[config.mk]
export PLATFORM = sky130hd
export DESIGN_NAME = hrdh_cell
export DESIGN_NICKNAME = d
export VERILOG_FILES = /design/src/design/hrdh_pkg.sv /design/src/design/hrdh_cell.sv
export SDC_FILE = /design/constraint.sdc
export NUM_CORES = 1
export LEC_CHECK = 0
export BUFFER_PORTS_ARGS = -buffer_cell sky130_fd_sc_hd__clkbuf_2
export CORE_ASPECT_RATIO = 1.2
export CORE_MARGIN = 1.5
export CORE_UTILIZATION = 30
export CTS_CLUSTER_SIZE = 30
export DETAILED_ROUTE_END_ITERATION = 6
export GPL_ROUTABILITY_DRIVEN = 0
export SLEW_MARGIN = 20
export SYNTH_ARGS = -nofsm -noshare
export SYNTH_HDL_FRONTEND = slang
export SYNTH_SLANG_ARGS = --single-unit
[constraint.sdc]
create_clock -name clk -period 0.97 [get_ports clk]
set_clock_uncertainty 0.1 [all_clocks]
set_input_delay 0.0485 -clock clk [delete_from_list [all_inputs] [get_ports clk]]
set_output_delay 0.0485 -clock clk [all_outputs]
set_load 0.005 [all_outputs]
[src/design/hrdh_pkg.sv]
// Shared types and constants for the mixed-radix route query block.
`default_nettype none

package hrdh_pkg;

	localparam int SIZE_REGS     = 4;
	localparam int CFG_IDX_BITS  = 3;
	localparam int CFG_DATA_BITS = 9;
	localparam int DIMS_BITS     = 3;
	localparam int SIZE_BITS     = 9;
	localparam int KIND_BITS     = 8;
	localparam int FIELD_BITS    = 16;
	localparam int IN_DATA_BITS  = 32;
	localparam int OUT_DATA_BITS = 16;
	localparam int DIM_BITS      = 2;
	localparam int HOP_BITS      = 8;

	localparam logic [CFG_IDX_BITS-1:0] REG_DIMS  = 3'd0;
	localparam logic [CFG_IDX_BITS-1:0] REG_SIZE0 = 3'd1;
	localparam logic [CFG_IDX_BITS-1:0] REG_SIZE1 = 3'd2;
	localparam logic [CFG_IDX_BITS-1:0] REG_SIZE2 = 3'd3;
	localparam logic [CFG_IDX_BITS-1:0] REG_SIZE3 = 3'd4;
	localparam logic [CFG_IDX_BITS-1:0] REG_KIND  = 3'd5;

	typedef enum logic [1:0] {
		KIND_RING   = 2'd0,
		KIND_FULL   = 2'd1,
		KIND_SWITCH = 2'd2,
		KIND_RESV   = 2'd3
	} kind_t;

	typedef struct packed {
		logic                valid;
		logic                found;
		logic [DIM_BITS-1:0] dim;
	} ctl_t;

	typedef struct packed {
		logic                kind_reserved;
		logic                id_out_of_range;
		logic [HOP_BITS-1:0] hop_total;
		logic [DIM_BITS-1:0] route_dimension;
		logic                same_node;
	} result_t;

endpackage

`default_nettype wire

[src/design/hrdh_cell.sv]
// One restoring-division step on both ids, with digit compare at a dimension's last step.
`default_nettype none

module hrdh_cell #(
	parameter int ID_BITS    = 16,
	parameter int DIGIT_BITS = 8,
	parameter int DIM        = 0,
	parameter bit FIRST      = 1'b0,
	parameter bit LAST       = 1'b0
) (
	input  wire                     clk,
	input  wire                     arst_n,
	input  wire                     adv,
	input  wire  [DIGIT_BITS:0]     radix,
	input  hrdh_pkg::ctl_t          ctl_in,
	input  wire  [ID_BITS-1:0]      qs_in,
	input  wire  [ID_BITS-1:0]      qd_in,
	input  wire  [DIGIT_BITS-1:0]   rs_in,
	input  wire  [DIGIT_BITS-1:0]   rd_in,
	input  wire  [DIGIT_BITS-1:0]   sd_in,
	input  wire  [DIGIT_BITS-1:0]   dd_in,
	output hrdh_pkg::ctl_t          ctl_out,
	output logic [ID_BITS-1:0]      qs_out,
	output logic [ID_BITS-1:0]      qd_out,
	output logic [DIGIT_BITS-1:0]   rs_out,
	output logic [DIGIT_BITS-1:0]   rd_out,
	output logic [DIGIT_BITS-1:0]   sd_out,
	output logic [DIGIT_BITS-1:0]   dd_out
);

	localparam int DW = hrdh_pkg::DIM_BITS;

	logic [DIGIT_BITS-1:0] rs_w, rd_w, rs_n, rd_n, sd_n, dd_n;
	logic [DIGIT_BITS:0]   shs, shd;
	logic                  ges, ged;
	logic [ID_BITS-1:0]    qs_n, qd_n;
	hrdh_pkg::ctl_t        ctl_n, ctl_q;
	logic [ID_BITS-1:0]    qs_q, qd_q;
	logic [DIGIT_BITS-1:0] rs_q, rd_q, sd_q, dd_q;

	always_comb begin
		rs_w = FIRST ? '0 : rs_in;
		rd_w = FIRST ? '0 : rd_in;
		shs  = {rs_w, qs_in[ID_BITS-1]};
		shd  = {rd_w, qd_in[ID_BITS-1]};
		ges  = (shs >= radix);
		ged  = (shd >= radix);
		rs_n = ges ? DIGIT_BITS'(shs - radix) : shs[DIGIT_BITS-1:0];
		rd_n = ged ? DIGIT_BITS'(shd - radix) : shd[DIGIT_BITS-1:0];
		qs_n = {qs_in[ID_BITS-2:0], ges};
		qd_n = {qd_in[ID_BITS-2:0], ged};
		ctl_n = ctl_in;
		sd_n  = sd_in;
		dd_n  = dd_in;
		// record the highest differing digit pair seen so far
		if (LAST && (rs_n != rd_n)) begin
			ctl_n.found = 1'b1;
			ctl_n.dim   = DW'(DIM);
			sd_n        = rs_n;
			dd_n        = rd_n;
		end
	end

	always_ff @(posedge clk or negedge arst_n) begin
		if (!arst_n) begin
			ctl_q <= '0;
		end else if (adv) begin
			ctl_q <= ctl_n;
		end
	end

	always_ff @(posedge clk) begin
		if (adv) begin
			qs_q <= qs_n;
			qd_q <= qd_n;
			rs_q <= rs_n;
			rd_q <= rd_n;
			sd_q <= sd_n;
			dd_q <= dd_n;
		end
	end

	assign ctl_out = ctl_q;
	assign qs_out  = qs_q;
	assign qd_out  = qd_q;
	assign rs_out  = rs_q;
	assign rd_out  = rd_q;
	assign sd_out  = sd_q;
	assign dd_out  = dd_q;

endmodule

`default_nettype wire

==> results.json <==
{
  "syn_area_um2": 3150,
  "synthAdderAreaFrac_pct": 8.43,
  "cts_tree": "built",
  "synthSimpleGateAreaFrac_pct": 5.21,
  "synth_edf_count": 64,
  "syn_area_per_cell_um2": 15.5,
  "synth.most_common_cell": "edfxtp_1",
  "drc_errors": 0,
  "syn2layout_area_growth_pct": 79.8,
  "violations": "negative hold slack, negative setup slack",
  "finalHoldViolCount": 7,
  "regArea_um2": 2020,
  "synth_area_leaders": "edfxtp_1, ha_1, mux2_4",
  "fillCellCount": 850,
  "p_per_area_nw_per_um2": 1530,
  "yosysUniqueCellTypes": 39,
  "io_pins": 148,
  "cellLeakagePower_nw": 2.48,
  "setup_ws_ns": -0.649,
  "cts_inserted_buffers": 9,
  "design.core.area_um2": 10100,
  "synth_seq_area_share_pct": 64.3,
  "required_ns": 0.95,
  "ys_async_sr_fraction_pct": 5.88,
  "layout-drive-gt1-share_pct": 58.3,
  "worstMarginPinSlew_ns": 0.251,
  "worstPathArrival_ns": 1.60,
  "grt_pass1_vias": 2851,
  "die_height_um": 115,
  "synth_top_area_cell": "edfxtp_1",
  "hold_class": "primary input to flip-flop",
  "ant_nets": 0,
  "synth.top_cell.area_share_pct": 61.1,
  "relSlewSlack_pct": 83.1,
  "holdWs_ns": -0.0191,
  "outcome": "finished with violations",
  "dr.pass1.iters": 4,
  "fin_nets": 567,
  "syn_inst": 203,
  "syn_nets": 303,
  "h-tree-depth": 3,
  "vdd_drop_max_mv": 0.604,
  "drt-initial-drc-count": 64,
  "rows": 40,
  "antennaDiodeCount": 0,
  "yosys_warnings": 0,
  "setup_violations": 37,
  "dieArea_um2": 11100,
  "fp.dieW_um": 96.5,
  "post-route-min-period_ns": 1.62,
  "postCtsHoldBufs": 52,
  "grt_max_degree": 22,
  "setup_tns_ns": -10.54,
  "synth_flop_cell": "edfxtp_1",
  "routedWlPerCell_um": 16.1,
  "synth_compound_area_share_pct": 9.66,
  "finish.instance_area_um2": 5660,
  "setup.worst_path.start_class": "primary input",
  "detailroute.via_count": 2740,
  "synth_xor_area_share_pct": 1.67,
  "multi_input_area_um2": 1280,
  "clkTransAtPathRegs_ns": 0.05,
  "maxCapViolations": 0,
  "clkLatencyLatePin_ns": 0.32,
  "synth_top_family_by_area": "compound AO/OA/AOI/OAI gates",
  "crit_path_end_kind": "flip-flop",
  "finalWirelength_mm": 9.63,
  "post-route-period-util_pct": 167,
  "clk_path_buf_depth": 2,
  "ys_ff_latch": 68,
  "dp_hpwl_mm": 7.00,
  "worstPathMaxFanout": 3,
  "overflow": 0,
  "port_buffers": 147,
  "synth.cells.most_frequent": "edfxtp_1, ha_1, inv_1, mux2_4, a21oi_1",
  "cts-root-buf": "clkbuf_16",
  "cts.sink_count": 68,
  "fmax_mhz": 618,
  "maxSlewViolCount": 0,
  "post-place-ws_ns": -1.14,
  "muxShareOfSynthArea_pct": 8.43,
  "rsz0062_at_grt": "yes",
  "antenna_found_initial": 0,
  "total_power_mw": 8.68,
  "path_class": "primary input to flip-flop",
  "grt_pass1_wl_mm": 14.0,
  "start_util_pct": 31.1,
  "via_per_inst": 4.58,
  "dpl_cell_area_um2": 4700,
  "grt_usage_pct": 17.3
}
power by group:
group | leakage, nW | internal, mW | total (mW) | switching [mW]
clock | 0.123 | 1.71 | 2.87 | 1.16
sequential | 0.673 | 3.55 | 3.63 | 0.0862
combinational | 1.69 | 1.29 | 2.18 | 0.888
total | 2.48 | 6.54 | 8.68 | 2.13
routing by layer:
layer | global-route usage [%] | vias to the layer above | routed length (um)
li1 | - | 1314 | -
met1 | 18.6 | 1283 | 3710
met2 | 30.8 | 127 | 4880
met3 | 4.30 | 16 | 818
met4 | 8.79 | 0 | 214
met5 | 0 | - | 0
final timing paths:
| path | start | end | slack, ns | cells past startpoint |
|---|---|---|---|---|
| max | qd_in[15] | rd_out[6] | -0.65 | 9 |
| min | rd_in[2] | rd_out[3] | -0.02 | 2 |
| max reg2reg | ctl_out[2] | ctl_out[2] | 0.10 | 1 |
| min reg2reg | ctl_out[1] | ctl_out[1] | 0.42 | 1 |
| max in group asynchronous | arst_n | ctl_out[2] | 0.08 | 3 |
| min in group asynchronous | arst_n | ctl_out[1] | 0.52 | 3 |
through the flow:
stage | cells | util [%]
global placement | 522 | 46.4
floorplan | 203 | -
CTS | 596 | 55.3
detailed placement | 522 | 46.4
global route | 598 | 56.0
finish | 598 | 56.0
final cells by class:
| cell class | count | share of cell area (%) |
|---|---|---|
| flip-flops and latches | 68 | 35.7 |
| repair buffers | 255 | 32.2 |
| clock inverters | 5 | 0.509 |
| well taps | 126 | 2.79 |
| multi-input cells | 116 | 22.7 |
| clock buffers | 11 | 4.11 |
| inverters | 17 | 1.99 |
cell usage in the layout (no fill, tap or decap), drive strengths merged, types with 6 or more instances in the layout:
master	instances
dlygate4sd3	52
mux2	16
nor2	8
inv	16
a21oi	10
xnor2	6
clkbuf	151
edfxtp	64
ha	18
buf	63
o21ai	7
critical path: stages:
cell     delay, ns
buf_8         0.09
inv_12        0.03
ha_4          0.15
fa_2          0.35
nor2b_2       0.14
o31a_1        0.21
nor4_2        0.05
a311o_1       0.27
mux2_4        0.25
kinds of logic after synthesis:
kind of cell | after synthesis
xor gates and xnor gates | 6
DFF | 68
adders and majority gates | 20
muxes | 20
buffers and inverters | 19
and+or+nand+nor | 31
AOI/OAI and AO/OA | 39
registers in the layout, summed over array words and instances (netlist names):
| signal | count |
|---|---|
| qs_out | 16 |
| qd_out | 16 |
| ctl_out | 4 |
| rs_out | 8 |
| rd_out | 8 |
| dd_out | 8 |
| sd_out | 8 |
repair_timing:
action / in CTS / in global routing
pin swaps: 13 / 8
gates resized for setup: 12 / 13
endpoints found under the setup margin: 62 / 85
endpoints found under the hold margin: 61 / 6
setup buffers: 6 / 2
No activity file was read; power rests on OpenSTA's default activity.
