[config.mk]
export PLATFORM = sky130hd
export DESIGN_NAME = hrdh_out
export DESIGN_NICKNAME = d
export VERILOG_FILES = /design/src/design/hrdh_pkg.sv /design/src/design/hrdh_out.sv
export SDC_FILE = /design/constraint.sdc
export NUM_CORES = 1
export LEC_CHECK = 0
export BUFFER_PORTS_ARGS = -buffer_cell sky130_fd_sc_hd__buf_2
export CAP_MARGIN = 20
export CELL_PAD_IN_SITES_DETAIL_PLACEMENT = 0
export CELL_PAD_IN_SITES_GLOBAL_PLACEMENT = 1
export CORE_ASPECT_RATIO = 0.5
export CORE_MARGIN = 5
export CORE_UTILIZATION = 42
export DETAILED_ROUTE_END_ITERATION = 6
export GPL_ROUTABILITY_DRIVEN = 0
export GPL_TIMING_DRIVEN = 0
export PLACE_DENSITY_LB_ADDON = 0.1
export REMOVE_ABC_BUFFERS = 1
export SETUP_SLACK_MARGIN = 0.15
export SLEW_MARGIN = 40
export SYNTH_ARGS = -nofsm -noshare
export SYNTH_HDL_FRONTEND = slang
export SYNTH_SLANG_ARGS = --single-unit
[constraint.sdc]
create_clock -name clk -period 1.77 [get_ports clk]
set_input_delay 0.177 -clock clk [delete_from_list [all_inputs] [get_ports clk]]
set_output_delay 0.177 -clock clk [all_outputs]
set_load 0.02 [all_outputs]
[src/design/hrdh_pkg.sv]
// Shared types and constants for the mixed-radix route query block.
`default_nettype none

package hrdh_pkg;

	localparam int SIZE_REGS     = 4;
	localparam int CFG_IDX_BITS  = 3;
	localparam int CFG_DATA_BITS = 9;
	localparam int DIMS_BITS     = 3;
	localparam int SIZE_BITS     = 9;
	localparam int KIND_BITS     = 8;
	localparam int FIELD_BITS    = 16;
	localparam int IN_DATA_BITS  = 32;
	localparam int OUT_DATA_BITS = 16;
	localparam int DIM_BITS      = 2;
	localparam int HOP_BITS      = 8;

	localparam logic [CFG_IDX_BITS-1:0] REG_DIMS  = 3'd0;
	localparam logic [CFG_IDX_BITS-1:0] REG_SIZE0 = 3'd1;
	localparam logic [CFG_IDX_BITS-1:0] REG_SIZE1 = 3'd2;
	localparam logic [CFG_IDX_BITS-1:0] REG_SIZE2 = 3'd3;
	localparam logic [CFG_IDX_BITS-1:0] REG_SIZE3 = 3'd4;
	localparam logic [CFG_IDX_BITS-1:0] REG_KIND  = 3'd5;

	typedef enum logic [1:0] {
		KIND_RING   = 2'd0,
		KIND_FULL   = 2'd1,
		KIND_SWITCH = 2'd2,
		KIND_RESV   = 2'd3
	} kind_t;

	typedef struct packed {
		logic                valid;
		logic                found;
		logic [DIM_BITS-1:0] dim;
	} ctl_t;

	typedef struct packed {
		logic                kind_reserved;
		logic                id_out_of_range;
		logic [HOP_BITS-1:0] hop_total;
		logic [DIM_BITS-1:0] route_dimension;
		logic                same_node;
	} result_t;

endpackage

`default_nettype wire

[src/design/hrdh_out.sv]
// Hop count from the chosen digit pair and a two-entry result buffer.
`default_nettype none

module hrdh_out #(
	parameter int DIGIT_BITS = 8
) (
	input  wire                                     clk,
	input  wire                                     arst_n,
	input  hrdh_pkg::ctl_t                          ctl_in,
	input  wire                                     oor,
	input  wire  [DIGIT_BITS-1:0]                   sd_in,
	input  wire  [DIGIT_BITS-1:0]                   dd_in,
	input  wire  [DIGIT_BITS:0]                     radix,
	input  wire  [hrdh_pkg::KIND_BITS-1:0]          kind_cfg,
	output logic                                    adv,
	output logic                                    m_axis_tvalid,
	input  wire                                     m_axis_tready,
	// same_node, route_dimension[2], hop_total[8], id_out_of_range, kind_reserved, zero pad
	output logic [hrdh_pkg::OUT_DATA_BITS-1:0]      m_axis_tdata
);

	localparam int HW = (DIGIT_BITS > hrdh_pkg::HOP_BITS) ? DIGIT_BITS : hrdh_pkg::HOP_BITS;

	logic [DIGIT_BITS-1:0] a, ring;
	logic [DIGIT_BITS:0]   b;
	logic [HW-1:0]         ring_w;
	hrdh_pkg::kind_t       kind;
	hrdh_pkg::result_t     res, out_res;
	hrdh_pkg::result_t     ent_q [2];
	logic [1:0]            cnt_q;
	logic                  wp_q, rp_q;
	logic                  push, pop;

	always_comb begin
		a      = (sd_in > dd_in) ? (sd_in - dd_in) : (dd_in - sd_in);
		b      = radix - {1'b0, a};
		ring   = ({1'b0, a} < b) ? a : b[DIGIT_BITS-1:0];
		ring_w = HW'(ring);
		kind   = hrdh_pkg::kind_t'(kind_cfg[{ctl_in.dim, 1'b0} +: 2]);
		res    = '0;
		if (oor) begin
			res.id_out_of_range = 1'b1;
		end else if (!ctl_in.found) begin
			res.same_node = 1'b1;
		end else begin
			res.route_dimension = ctl_in.dim;
			case (kind)
				hrdh_pkg::KIND_RING:   res.hop_total = ring_w[hrdh_pkg::HOP_BITS-1:0];
				hrdh_pkg::KIND_FULL:   res.hop_total = hrdh_pkg::HOP_BITS'(1);
				hrdh_pkg::KIND_SWITCH: res.hop_total = hrdh_pkg::HOP_BITS'(2);
				default:               res.kind_reserved = 1'b1;
			endcase
		end
	end

	assign adv           = (cnt_q != 2'd2);
	assign push          = adv && ctl_in.valid;
	assign m_axis_tvalid = (cnt_q != 2'd0);
	assign pop           = m_axis_tvalid && m_axis_tready;
	assign out_res       = ent_q[rp_q];
	assign m_axis_tdata  = hrdh_pkg::OUT_DATA_BITS'(out_res);

	always_ff @(posedge clk or negedge arst_n) begin
		if (!arst_n) begin
			cnt_q <= 2'd0;
			wp_q  <= 1'b0;
			rp_q  <= 1'b0;
		end else begin
			if (push) wp_q <= ~wp_q;
			if (pop) rp_q <= ~rp_q;
			case ({push, pop})
				2'b10:   cnt_q <= cnt_q + 2'd1;
				2'b01:   cnt_q <= cnt_q - 2'd1;
				default: cnt_q <= cnt_q;
			endcase
		end
	end

	always_ff @(posedge clk) begin
		if (push) ent_q[wp_q] <= res;
	end

`ifndef SYNTHESIS
	a_cnt_bound: assert property (@(posedge clk) disable iff (!arst_n)
		cnt_q != 2'd3)
		else $error("result buffer count overflow");

	a_cnt_push: assert property (@(posedge clk) disable iff (!arst_n)
		push && !pop |=> cnt_q == $past(cnt_q) + 2'd1)
		else $error("push without pop did not grow buffer");

	a_oor_clean: assert property (@(posedge clk) disable iff (!arst_n)
		m_axis_tvalid && out_res.id_out_of_range |->
			!out_res.same_node && out_res.hop_total == '0 &&
			!out_res.kind_reserved && out_res.route_dimension == '0)
		else $error("out-of-range item carries route fields");

	a_resv_zero: assert property (@(posedge clk) disable iff (!arst_n)
		m_axis_tvalid && out_res.kind_reserved |-> out_res.hop_total == '0)
		else $error("reserved kind with nonzero hops");
`endif

endmodule

`default_nettype wire

==> flow_metrics.py <==
metrics = {
    "critical_path": {
        "r2r_slack_ps": 160,
        "path_class": "in -> reg",
        "reg2reg_to": "cnt_q[1]",
        "cpPeakStageDelay_ps": 410,
        "reg2reg_depth": 6,
        "crit_top_cell": "a21oi_1",
        "r2r-start": "cnt_q[0]",
        "worstPathRequired_ps": 1870,
        "worstSetupEndpointType": "register",
        "critPathArrivalTime_ps": 4940,
        "critPathMaxFanout": 8,
        "cp_slowest_cell": "a2111oi_4",
        "cp-start-kind": "input pin",
    },
    "detailed_routing": {
        "route.vias.total": 2205,
        "ant_nets": 0,
        "via_per_inst": 5.06,
        "drt_pre_antenna_iters": 4,
        "drc": 0,
        "initialDrtViolationCount": 131,
        "post_drt_wl_per_cell_um": 14.0,
        "wl_um": 6100,
    },
    "run_status": {
        "failed_checks": "negative setup slack",
        "status": "finished, violations left",
    },
    "final_layout": {
        "final-seq-area_sq_um": 885,
        "fill_cells": 550,
        "post_route_cells_drive_above_1_share_pct": 45.4,
        "area_delta_synth_final_pct": 37.4,
        "finish.net_count": 421,
        "diodes": 0,
        "multi_input_area_sq_mm": 0.00198,
    },
    "timing": {
        "rsz0062_at_grt": "yes",
        "finalHoldViolations": 0,
        "relSlewSlack_pct": 58.4,
        "tightest_slew_ps": 608,
        "drv_slew": 0,
        "skew_ps": 5.17,
        "setup_ws_ps": -3070,
        "hold_slack_ps": 154,
        "maxClockFrequency_mhz": 207,
        "finalCritPeriodShare_pct": 274,
        "finalSetupViolCount": 16,
        "min_period_ps": 4840,
    },
    "cts": {
        "ctsLongestPathBuffers": 2,
        "numCtsBuffers": 5,
        "htreeDepth": 2,
        "clock_sinks": 30,
        "cts_tree": "done",
        "clkLatencyLatePin_ps": 270,
        "root_buffer": "clkbuf_16",
        "clk_pin_slew_ps": 50,
    },
    "logic_synthesis": {
        "ys_ff_latch": 30,
        "yosys.cell_count.top_type": "inv_1",
        "synth_top_cells_by_count": "38 x inv_1, 30 x ha_1, 26 x edfxtp_1",
        "synthArstFlopShare_pct": 13.3,
        "synthFlopType": "edfxtp_1",
        "yosysUniqueCellTypes": 59,
        "syn_area_sq_mm": 0.00273,
        "synth-edff-count": 26,
        "synth_top_area_cell": "edfxtp_1",
        "netlist_top_cells_area": "edfxtp_1 29%, ha_1 14%, mux2_2 7.0%",
        "yosysSeqAreaShare_pct": 32.2,
        "yosys_warnings": 0,
        "synth_top_area_share_pct": 28.6,
        "synth_area_per_cell_sq_um": 10.1,
        "synthCells": 271,
    },
    "placed_design": {
        "place_ws_ps": -4420,
        "port_buffers": 55,
        "dp_hpwl_um": 4600,
    },
    "min_path": {
        "holdPathEnd": "ent_q[1][11]",
        "hold_path_class": "in -> reg",
        "hold_path_depth": 1,
        "holdCritStartpoint": "oor",
    },
    "grt": {
        "grt_first_pass_wirelength_um": 9740,
        "grt_usage_pct": 14.7,
        "grt_max_degree": 15,
        "grt_pass1_vias": 2102,
        "grt_overflow": 0,
        "antenna_found_initial": 0,
    },
    "die": {
        "die_h_um": 67.0,
        "placementRows": 20,
        "chipWidth_um": 124,
        "initial_core_util_pct": 44.2,
        "coreArea_sq_mm": 0.00618,
        "die_area_sq_mm": 0.00832,
        "ioPinCount": 59,
    },
    "power_and_ir_drop": {
        "leakagePower_nw": 1.66,
        "total_power_w": 0.00488,
        "peakVddDrop_v": 0.000481,
        "cellPowerDensity_mw_per_mm2": 1300,
    },
    "run": {
        "maxCapViolations": 0,
    },
}
placed cells by master (no fill, tap or decap), types with 5 or more instances in the layout:
cell type  Yosys  final
ha_1          30     21
nand2_1       16     13
o21ai_0        8      6
ha_4           0      9
inv_1         38     35
a21oi_1       17     14
clkbuf_16      0      5
edfxtp_1      26     26
buf_2          1     54
xnor2_1       11      8
mux2_2        17     16
buf_4          3     17
nor2_1        13      9
report_power, final:
part	total (W)	internal (W)	switching, W
Sequential	0.00115	0.00101	0.000139
Clock	0.00112	0.000843	0.000282
Combinational	0.00261	0.00120	0.00141
Total	0.00488	0.00305	0.00183
state kept, by name, indices dropped and copies added (netlist names):
| signal | flops |
|---|---|
| cnt_q | 2 |
| ent_q | 26 |
| rp_q | 1 |
| wp_q | 1 |
timing repair:
action / 4_1_cts / 5_1_grt
setup endpoints to repair: 42 / 22
gates resized for setup: 45 / 22
endpoints found under the hold margin: 4 / 0
hold buffers: 1 / 0
pin swaps: 22 / 17
buffers inserted: 13 / 5
worst max path at each step:
stage	endpoint	start	slack, ps
2_1_floorplan	ent_q[0][3]	sd_in[0]	-3440
3_3_place_gp	ent_q[0][10]	sd_in[0]	-4310
3_5_place_dp	ent_q[1][10]	sd_in[0]	-4420
4_1_cts	ent_q[1][10]	sd_in[0]	-2990
5_1_grt	ent_q[1][7]	sd_in[0]	-3290
6_report	ent_q[1][7]	sd_in[0]	-3070
layout make-up:
cell class              count  area share, %
well taps                  88           2.93
multi-input cells         198           52.8
inverters                  38           3.87
repair buffers             74           11.6
clock inverters             2           1.60
clock buffers               6           3.70
flip-flops and latches     30           23.6
logic make-up (layout without fill, tap and decap cells):
kind of cell | after synthesis | count (layout) | synth area share, %
muxes | 28 | 28 | 12.1
DFF | 30 | 30 | 32.2
AOI/OAI and AO/OA | 52 | 52 | 13.8
xor gates and xnor gates | 15 | 15 | 4.81
and+or+nand+nor | 67 | 67 | 14.0
buffers and inverters | 45 | 120 | 6.91
other | 1 | 3 | 0.137
adders and majority gates | 33 | 33 | 15.9
worst max-delay path, delay by kind of cell:
family / cells / cell delay (ps)
AOI/OAI and AO/OA: 12 / 2130
xor gates and xnor gates: 2 / 360
adders and majority gates: 4 / 1070
buffers and inverters: 6 / 490
muxes: 1 / 260
and+or+nand+nor: 4 / 440
metrics by stage:
stage          setup TNS (ps)  util [%]  cells  instance area [sq um]
2_1_floorplan          -53910         -    266                   2690
3_3_place_gp           -70460      49.8    409                   3080
3_5_place_dp           -69120      49.9    409                   3080
4_1_cts                -47180      58.2    431                   3600
5_1_grt                -51900      60.7    436                   3750
6_report               -48090      60.7    436                   3750
layer usage:
metal  track usage, %  share of wire (%)  vias up
met5                0                  0        -
met4             2.46               0.38        0
met3             3.05                5.9        3
met2             25.5                 46       49
met1             19.2                 47     1040
li1                 -                  -     1113
(Power assumes the default switching activity.)
